## config.mk

```make
export PLATFORM = sky130hd
export DESIGN_NAME = mad_div
export DESIGN_NICKNAME = d
export VERILOG_FILES = /design/src/rtl/mad_pkg.sv /design/src/rtl/mad_div.sv
export SDC_FILE = /design/constraint.sdc
export NUM_CORES = 1
export LEC_CHECK = 0
export BUFFER_PORTS_ARGS = -buffer_cell sky130_fd_sc_hd__buf_2
export CAP_MARGIN = 20
export CORE_ASPECT_RATIO = 0.8
export CORE_MARGIN = 4
export CORE_UTILIZATION = 60
export DETAILED_ROUTE_END_ITERATION = 7
export GPL_ROUTABILITY_DRIVEN = 1
export GPL_TIMING_DRIVEN = 0
export HOLD_SLACK_MARGIN = 0.02
export PLACE_DENSITY = 0.92
export SYNTH_ARGS = -nofsm -noshare
export SYNTH_HDL_FRONTEND = slang
export SYNTH_SLANG_ARGS = --single-unit
```

## constraint.sdc

```tcl
create_clock -name clk -period 7.75 [get_ports clk]
set_input_delay 1.1625 -clock clk [delete_from_list [all_inputs] [get_ports clk]]
set_output_delay 1.1625 -clock clk [all_outputs]
set_load 0.02 [all_outputs]
```

## src/rtl/mad_pkg.sv

```systemverilog
package mad_pkg;

	localparam int MAX_ATTRS_DEF   = 16;
	localparam int MAX_CLASSES_DEF = 8;
	localparam int VALUE_SLOTS_DEF = 16;

	localparam int ATTR_W  = 4;
	localparam int CLASS_W = 3;
	localparam int VALUE_W = 4;
	localparam int NUM_W   = 32;
	localparam int COUNT_W = 16;
	localparam int NCLS_W  = 4;
	localparam int SUM_W   = 32;

	// divider: 48-bit dividend over 33-bit divisor, one quotient bit per cycle
	localparam int DIVD_W = 48;
	localparam int DIVS_W = 33;

	typedef enum logic [1:0] {
		MODE_LOAD_COUNT = 2'd0,
		MODE_LOAD_TOTAL = 2'd1,
		MODE_LOAD_ATTR  = 2'd2,
		MODE_COMPARE    = 2'd3
	} mode_t;

	typedef struct packed {
		logic              start;
		logic [DIVD_W-1:0] dividend;
		logic [DIVS_W-1:0] divisor;
	} div_req_t;

	typedef struct packed {
		logic              done;
		logic [DIVD_W-1:0] quotient;
	} div_rsp_t;

endpackage

```

## src/rtl/mad_div.sv

```systemverilog
module mad_div (
	input  logic              clk,
	input  logic              arst_n,
	input  mad_pkg::div_req_t req,
	output mad_pkg::div_rsp_t rsp
);
	import mad_pkg::*;

	localparam int CNT_W = $clog2(DIVD_W + 1);

	logic [DIVD_W-1:0] quo_q;
	logic [DIVS_W:0]   rem_q;
	logic [DIVS_W-1:0] dvs_q;
	logic [CNT_W-1:0]  cnt_q;
	logic              busy_q;
	logic              done_q;

	logic [DIVS_W:0] shifted;
	logic [DIVS_W:0] diff;

	assign shifted = {rem_q[DIVS_W-1:0], quo_q[DIVD_W-1]};
	assign diff    = shifted - {1'b0, dvs_q};

	always_ff @(posedge clk or negedge arst_n) begin
		if (!arst_n) begin
			busy_q <= 1'b0;
			done_q <= 1'b0;
			cnt_q  <= '0;
		end else begin
			done_q <= 1'b0;
			if (req.start) begin
				busy_q <= 1'b1;
				cnt_q  <= CNT_W'(DIVD_W);
			end else if (busy_q) begin
				cnt_q <= cnt_q - 1'b1;
				if (cnt_q == CNT_W'(1)) begin
					busy_q <= 1'b0;
					done_q <= 1'b1;
				end
			end
		end
	end

	always_ff @(posedge clk) begin
		if (req.start) begin
			quo_q <= req.dividend;
			rem_q <= '0;
			dvs_q <= req.divisor;
		end else if (busy_q) begin
			if (!diff[DIVS_W]) begin
				rem_q <= diff;
				quo_q <= {quo_q[DIVD_W-2:0], 1'b1};
			end else begin
				rem_q <= shifted;
				quo_q <= {quo_q[DIVD_W-2:0], 1'b0};
			end
		end
	end

	assign rsp.done     = done_q;
	assign rsp.quotient = quo_q;

`ifndef SYNTHESIS
	a_no_restart: assert property (@(posedge clk) disable iff (!arst_n)
		busy_q |-> !req.start) else $error("divider restarted while busy");
	a_done_pulse: assert property (@(posedge clk) disable iff (!arst_n)
		done_q |=> !done_q) else $error("done held");
	a_done_idle: assert property (@(posedge clk) disable iff (!arst_n)
		done_q |-> !busy_q) else $error("done while busy");
`endif
endmodule

```

# ---- After elaboration in Yosys (flattened, before gate mapping)
# Index checks and enable logic that the tools add are counted.
dict set report totals {
  reg_bits 122
  wordCells 22
}
dict set report op_classes {
  n_addsub 2
  n_eq_ne 1
  n_mux 12
  reduce_logical 1
}
# op count
set op_table {}
lappend op_table {{$mux W48} 2}
lappend op_table {{$sub A34 B33 Y34} 1}
lappend op_table {{$mux W33} 1}
lappend op_table {{$mux W6} 2}
lappend op_table {{$mux W1} 7}
lappend op_table {{$eq A6 B1 Y1 const B} 1}
lappend op_table {{$sub A6 B1 Y6 const B} 1}
lappend op_table {{$reduce_bool A2 Y1} 1}

# ---- Logic depth before layout (Yosys ltp)
# Gate-level depths: netlist of run 1.
dict set report depth {
  word_depth 4
  depth_mapped 14
}

# ---- Least setup slack after synthesis of run 1
# Ideal clock, no wire load.
dict set report synth_timing {
  path_kind {input to register}
  start {input port req[81] in the netlist's numbering}
  end {register quo_q[0] (enable)}
  t_arrival_ns 2.647
  required_time_ns 7.348
  setup_slack_ns 4.701
  cell_stages 4
  path_buffers 2
  cell_sequence {clkbuf_1 > nor2_1 > clkbuf_1 > inv_1}
}
dict set report synth_via {
  elab_chain_len 1
}
# item line_no
set synth_lines {}
lappend synth_lines {{start: declaration} mad_div.sv:4} ;# input mad_pkg::div_req_t req,
lappend synth_lines {{$reduce_bool A2 Y1 (no line)} n/a}
lappend synth_lines {{end signal: assignment} mad_div.sv:46} ;# quo_q <= req.dividend;
lappend synth_lines {{end signal: assignment} mad_div.sv:52} ;# quo_q <= {quo_q[DIVD_W-2:0], 1'b1};
lappend synth_lines {{end signal: assignment} mad_div.sv:55} ;# quo_q <= {quo_q[DIVD_W-2:0], 1'b0};
lappend synth_lines {{end: declaration} mad_div.sv:11} ;# logic [DIVD_W-1:0] quo_q;
# Every way passes these cells.
# A chain may end at the register's enable or synchronous reset.

# ---- Worst setup path in the final report of run 1
dict set report layout_timing {
  start {input port req[81] in the netlist's numbering}
  end {register quo_q[29] (enable)}
}
# Same word-level chain as after synthesis.

==> flow_metrics.tcl, run 1 <==
set metrics [dict create \
    grt_start_max_net_pins 49 \
    nNetsFinal 910 \
    synth_cells 639 \
    path_common_cell "clkbuf_1" \
    synth_edf_count 81 \
    core_sq_mm 0.0110 \
    slew_headroom_pct 32.2 \
    gp_congestion 0.946 \
    cts_made_buffers 17 \
    cp_num_buf_inv 4 \
    skew_ps 9.49 \
    drive_gt1_share_pct 29.6 \
    critPathTopFamily "buffers and inverters" \
    finalHoldViolCount 0 \
    routed_via_density 6.27 \
    start_kind "input pin" \
    remaining_drc_errors 0 \
    dp.cells 915 \
    wl_per_cell_microns 19.9 \
    numPortBuffers 132 \
    grt_pass1_vias 5999 \
    diodes 0 \
    start_util_pct 62.0 \
    die-area_sq_mm 0.0131 \
    cts_tree "built" \
    path_class "in2reg" \
    yosys.area.top_type "edfxtp_1" \
    clk_pin_slew_ps 60 \
    path_max_fanout 48 \
    syn_area_per_cell_sq_um 10.7 \
    pin_count 133 \
    drt_first_pass_iters 7 \
    die_w_microns 127 \
    die_h_microns 103 \
    yosysMostFrequentCell "edfxtp_1" \
    yosys_warnings 0 \
    fillers 684 \
    yosys_register_bits 122 \
    cp_slowest_cell "inv_2" \
    via_count 5942 \
    cp.arrival_ps 3740 \
    worstMarginPinSlew_ps 1020 \
    clock_latency_ps 430 \
    max_freq_mhz 271 \
    clock-sinks 122 \
    synth_flop_cell "edfxtp_1" \
    synth_cell_type_count 65 \
    cts_buffer_depth 2 \
    antenna_found_initial 0 \
    worst_slack_ps 4060 \
    ctsRootBufferMaster "clkbuf_16" \
    grtUsageTotal_pct 28.9 \
    hpwl_microns 13000 \
    seq_area_frac_synth_pct 48.4 \
    power_density_mw_per_mm2 391 \
    post_cts_buffers 0 \
    reg2reg_from "dvs_q[20]" \
    fin_crit_sh_pct 47.7 \
    crit_chain "buf_2, clkbuf_1, nor2_1, clkbuf_1, inv_2" \
    required_ps 7800 \
    drtIter0Drc 687 \
    power_mw 3.22 \
    yosys-top-cells-count "edfxtp_1 (81), nand2_1 (64), nor2_1 (52)" \
    grt_pass1_wl_microns 29800 \
    maxSlewViolCount 0 \
    rsz0062_at_grt "no" \
    hp-class "reg2reg" \
    crit_start "req[81]" \
    end_kind "flip-flop" \
    cts-hold-fix-buffers 0 \
    slowest_delay_ps 840 \
    fin_tns_setup_ps 0 \
    synth_nets 759 \
    final_cells 947 \
    syn2layout_area_growth_pct 20.7 \
    hold_start "rem_q[10]" \
    syn_area_sq_mm 0.00681 \
    synth_top_area_share_pct 35.7 \
    place_ws_ps 3700 \
    outcome "finished clean" \
    synth.area.top_cells "edfxtp_1 (36%), dfxtp_1 (9.7%), mux2_2 (7.9%), ha_1 (6.4%), nand2_1 (3.5%)" \
    row_count 34 \
    grt_overflow 0 \
    ant_nets 0 \
    setup_viol 0 \
    ctsResizeCount 0 \
    synthArstFlopShare_pct 6.56 \
    period_needed_ps 3690 \
    ir_drop_mv 0.288 \
    leakagePower_nw 3.57 \
    hold_ws_ps 506 \
    htreeDepth 4 \
    cap_violations 0 \
    wirelength_microns 18800 \
]
## cell type report
class	instances	area, sq um	area share (%)
buffer	29	150	1.83
clock buffer	17	425	5.18
clock inverter	15	140	1.71
inverter	43	161	1.96
multi-input combinational	445	3200	39.0
sequential	122	3290	40.1
tap	144	180	2.19
timing repair buffer	132	661	8.04
## metal layers
layer | wire [microns] | vias up | track usage, % | part of all wire (%)
met1 | 7080 | 2842 | 33.9 | 38
met5 | 0 | - | 0 | 0
met2 | 9450 | 358 | 51.6 | 50
li1 | - | 2667 | - | -
met4 | 608 | 0 | 12.1 | 3.2
met3 | 1680 | 75 | 7.19 | 8.9
## flip-flops by register name, summed over array words and instances (netlist names)
register and flops:
done_q 1, busy_q 1, dvs_q 33, quo_q 48, rem_q 33, cnt_q 6
## metrics by stage
stage,instance area (sq um),util [%]
4_1_cts,8220,74.9
5_1_grt,8220,74.9
3_3_place_gp,7650,69.7
2_1_floorplan,6810,-
6_report,8220,74.9
3_5_place_dp,7650,69.7
## path summary, 6_finish.rpt
path | endpoint | slack, ps | depth (start not counted)
setup / recovery | quo_q[29] | 4060 | 5
hold / removal | rem_q[10] | 510 | 2
setup reg to reg | rem_q[5] | 4170 | 13
hold reg to reg | rem_q[10] | 510 | 2
max in group asynchronous | busy_q | 6990 | 1
min in group asynchronous | cnt_q[5] | 580 | 1
## logic make-up after synthesis
kind of cell               Yosys count  share of synthesized area (%)
xor gates and xnor gates            23                           2.96
muxes                               58                           9.48
adders and majority gates           36                           6.73
and+or+nand+nor                    176                           11.9
AOI/OAI and AO/OA                  152                           16.0
DFF                                122                           48.4
buffers and inverters               72                           4.58
## tightest hold or removal path, delay by kind of cell, from the launching register on
family | cells | cell delay [ps]
AO/OA/AOI/OAI | 1 | 70
flip-flops | 1 | 330
AND/OR/NAND/NOR | 1 | 60
## report_power, final
group / total, mW / switching, mW / leakage [nW] / internal, mW
clock: 0.761 / 0.315 / 0.269 / 0.445
combinational: 1.49 / 0.885 / 2.11 / 0.608
sequential: 0.962 / 0.119 / 1.20 / 0.843
## placed cells by master (no fill, tap or decap), types with 6 or more instances in the layout
master,instances
mux2_2,48
nand3_1,8
inv_6,6
nor3_1,7
buf_2,135
a311oi_1,17
and3_1,8
clkbuf_16,17
a21o_1,10
nor2_1,52
dfxtp_1,33
nor2b_1,7
a21oi_1,29
o21ai_0,26
o211ai_1,7
a211oi_1,7
dfrtp_1,8
o21a_1,12
edfxtp_1,81
xor2_1,7
inv_1,42
xnor2_1,16
clkbuf_1,17
nand2_1,64
ha_1,35
a32oi_1,6
nand2b_1,9
mux2i_1,9
(Power assumes the default switching activity.)
==> run 2, diff against run 1 <==
- ABC_AREA: unset -> 1
- CORE_UTILIZATION: 60 -> 52
- PLACE_DENSITY: 0.92 -> 0.83
- clock period: 7.75 -> 3.39 ns (I/O delays scaled with it)
==> run 2 against run 1 <==
  * Clock power increased by 140%
  * Sequential share of layout area decreased by 5.6 points
  * First-iteration DRC count rose by 0.58%
  * Non-clock buffer count unchanged
  * Hold slack lost 250 ps
  * Final cell count grew 58%
  * Critical path type unchanged
  * Largest cell class is now multi-input gates
==> flow_metrics.tcl, run 2 <==
set metrics [dict create \
    outcome "finished clean" \
    synth_cells 1124 \
    ctsResizeCount 0 \
    rsz0062_at_grt "no" \
    dpl-instance-area_sq_mm 0.00893 \
    cp_slowest_cell "buf_2" \
    core_sq_mm 0.0151 \
    seq_area_frac_synth_pct 41.2 \
    dp.cells 1467 \
    nNetsFinal 1397 \
    synth_cell_type_count 41 \
    hold_ws_ps 259 \
    wl_per_cell_microns 14.2 \
    yosys_warnings 0 \
    fillers 1297 \
    routed_via_density 5.02 \
    grt_pass1_vias 7160 \
    cap_violations 0 \
    skew_ps 18.9 \
    die_h_microns 119 \
    die-area_sq_mm 0.0174 \
    remaining_drc_errors 0 \
    wirelength_microns 21400 \
    yosys-top-cells-count "nand2_1 (464), inv_1 (207), nand3_1 (92)" \
    layout_commonest_cell "nand2_1" \
    design_area_sq_mm 0.00955 \
    cp.arrival_ps 2620 \
    reg2reg_from "dvs_q[11]" \
    numPortBuffers 132 \
    start_util_pct 53.0 \
    post_cts_buffers 0 \
    die_w_microns 147 \
    synth.area.top_cells "edfxtp_1 (30%), nand2_1 (22%), inv_1 (9.7%), dfxtp_1 (8.3%), nand3_1 (5.8%)" \
    hp-class "in2reg" \
    synth_nets 1244 \
    cts_tree "built" \
    setup_viol 0 \
    start_kind "input pin" \
    fin_crit_sh_pct 73.9 \
    synth_edf_count 81 \
    yosys.area.top_type "edfxtp_1" \
    pin_count 133 \
    hold_path_depth 1 \
    grt_overflow 0 \
    htreeDepth 4 \
    synth_top_area_share_pct 30.4 \
    largest_reg_flops 48 \
    syn2layout_area_growth_pct 19.4 \
    via_count 7531 \
    reg2reg_to "rem_q[17]" \
    path_class "in2reg" \
    synth_flop_cell "edfxtp_1" \
    cts_buffer_depth 2 \
    power_density_mw_per_mm2 708 \
    drtIter0Drc 691 \
    largest-register "quo_q" \
    drt_first_pass_iters 6 \
    drive_gt1_share_pct 18.1 \
    slowest_delay_ps 640 \
    leakagePower_nw 5.35 \
    syn_area_sq_mm 0.00799 \
    max_freq_mhz 399 \
    syn_area_per_cell_sq_um 7.11 \
    gp_congestion 1.00 \
    clock_latency_ps 430 \
    reg2regPathDepth 17 \
    reg2reg_slack_ps 950 \
    grt_pass1_wl_microns 35100 \
    row_count 40 \
    power_mw 6.76 \
    hold_start "req[30]" \
    mostFrequentLayoutCells "nand2_1 (464), inv_1 (206), buf_2 (136), nand3_1 (92), edfxtp_1 (81)" \
    clk_pin_slew_ps 60 \
    worstMarginPinSlew_ps 845 \
    largestRegisters "quo_q: 48 flops, dvs_q: 33 flops, rem_q: 33 flops" \
    crit_chain "buf_2, clkbuf_1, nor2_1, inv_2, buf_12" \
    diodes 0 \
    antenna_found_initial 0 \
    ant_nets 0 \
    yosys_register_bits 122 \
    whs_endpoint "dvs_q[30]" \
    end_kind "flip-flop" \
    synthArstFlopShare_pct 6.56 \
    path_max_fanout 34 \
    grtUsageTotal_pct 25.2 \
    ctsRootBufferMaster "clkbuf_16" \
    slew_headroom_pct 43.7 \
    final_cells 1500 \
    hpwl_microns 16500 \
    required_ps 3510 \
    grt_start_max_net_pins 35 \
    maxSlewViolCount 0 \
    yosysMostFrequentCell "nand2_1" \
    finalHoldViolCount 0 \
    cts_made_buffers 17 \
    period_needed_ps 2500 \
    ir_drop_mv 0.388 \
    clock-sinks 122 \
]
## run 2: report_power, final
group          total [mW]  switching [mW]  internal, mW
Combinational        2.89            1.87          1.03
Clock                1.86           0.696          1.16
Sequential           2.01           0.168          1.84
Total                6.76            2.73          4.03
## run 2: metal layers
layer	wire length, microns	vias to the layer above	track usage, %
met4	276	0	7.23
met1	9360	3367	36.0
met5	0	-	0
met2	9210	366	38.3
met3	2510	33	5.93
li1	-	3765	-
## run 2: through the flow
step                TNS (ps)  setup WS [ps]  utilization (%)
floorplan                  0           1080                -
global placement      -18280           -370             59.2
detailed placement         0            402             59.3
CTS                        0            865             63.4
global route               0            688             63.4
finish                     0            885             63.4
## run 2: how the worst max path moves through the flow
stage	to	cells past startpoint	from	slack, ps
6_report	quo_q[29]	5	req[81]	890
5_1_grt	quo_q[29]	5	req[81]	690
4_1_cts	quo_q[29]	5	req[81]	870
3_5_place_dp	quo_q[8]	5	req[81]	400
3_3_place_gp	quo_q[8]	4	req[81]	-370
2_1_floorplan	quo_q[0]	3	req[81]	1080
## run 2: final cells by class
cell class | count | area, sq um | share of cell area [%]
multi-input combinational | 765 | 3740 | 39.2
sequential | 122 | 3290 | 34.5
inverter | 210 | 788 | 8.26
timing repair buffer | 134 | 691 | 7.24
clock buffer | 19 | 433 | 4.54
tap | 210 | 263 | 2.75
clock inverter | 13 | 168 | 1.76
buffer | 27 | 168 | 1.76
## run 2: logic make-up after synthesis
logic type | synth area share [%]
AOI/OAI and AO/OA | 2.68
xor gates and xnor gates | 1.75
adders and majority gates | 5.73
buffers and inverters | 12.0
DFF | 41.2
and+or+nand+nor | 36.7
## run 2: timing repair
action | in CTS | in global routing
endpoints found under the setup margin | 0 | 0
hold buffers | 1 | 0
hold endpoints to repair | 8 | 0
## run 2: critical path, delay by kind of cell
kind          cells  cell delay [ps]
simple gates      1              290
buf+inv           4             1790
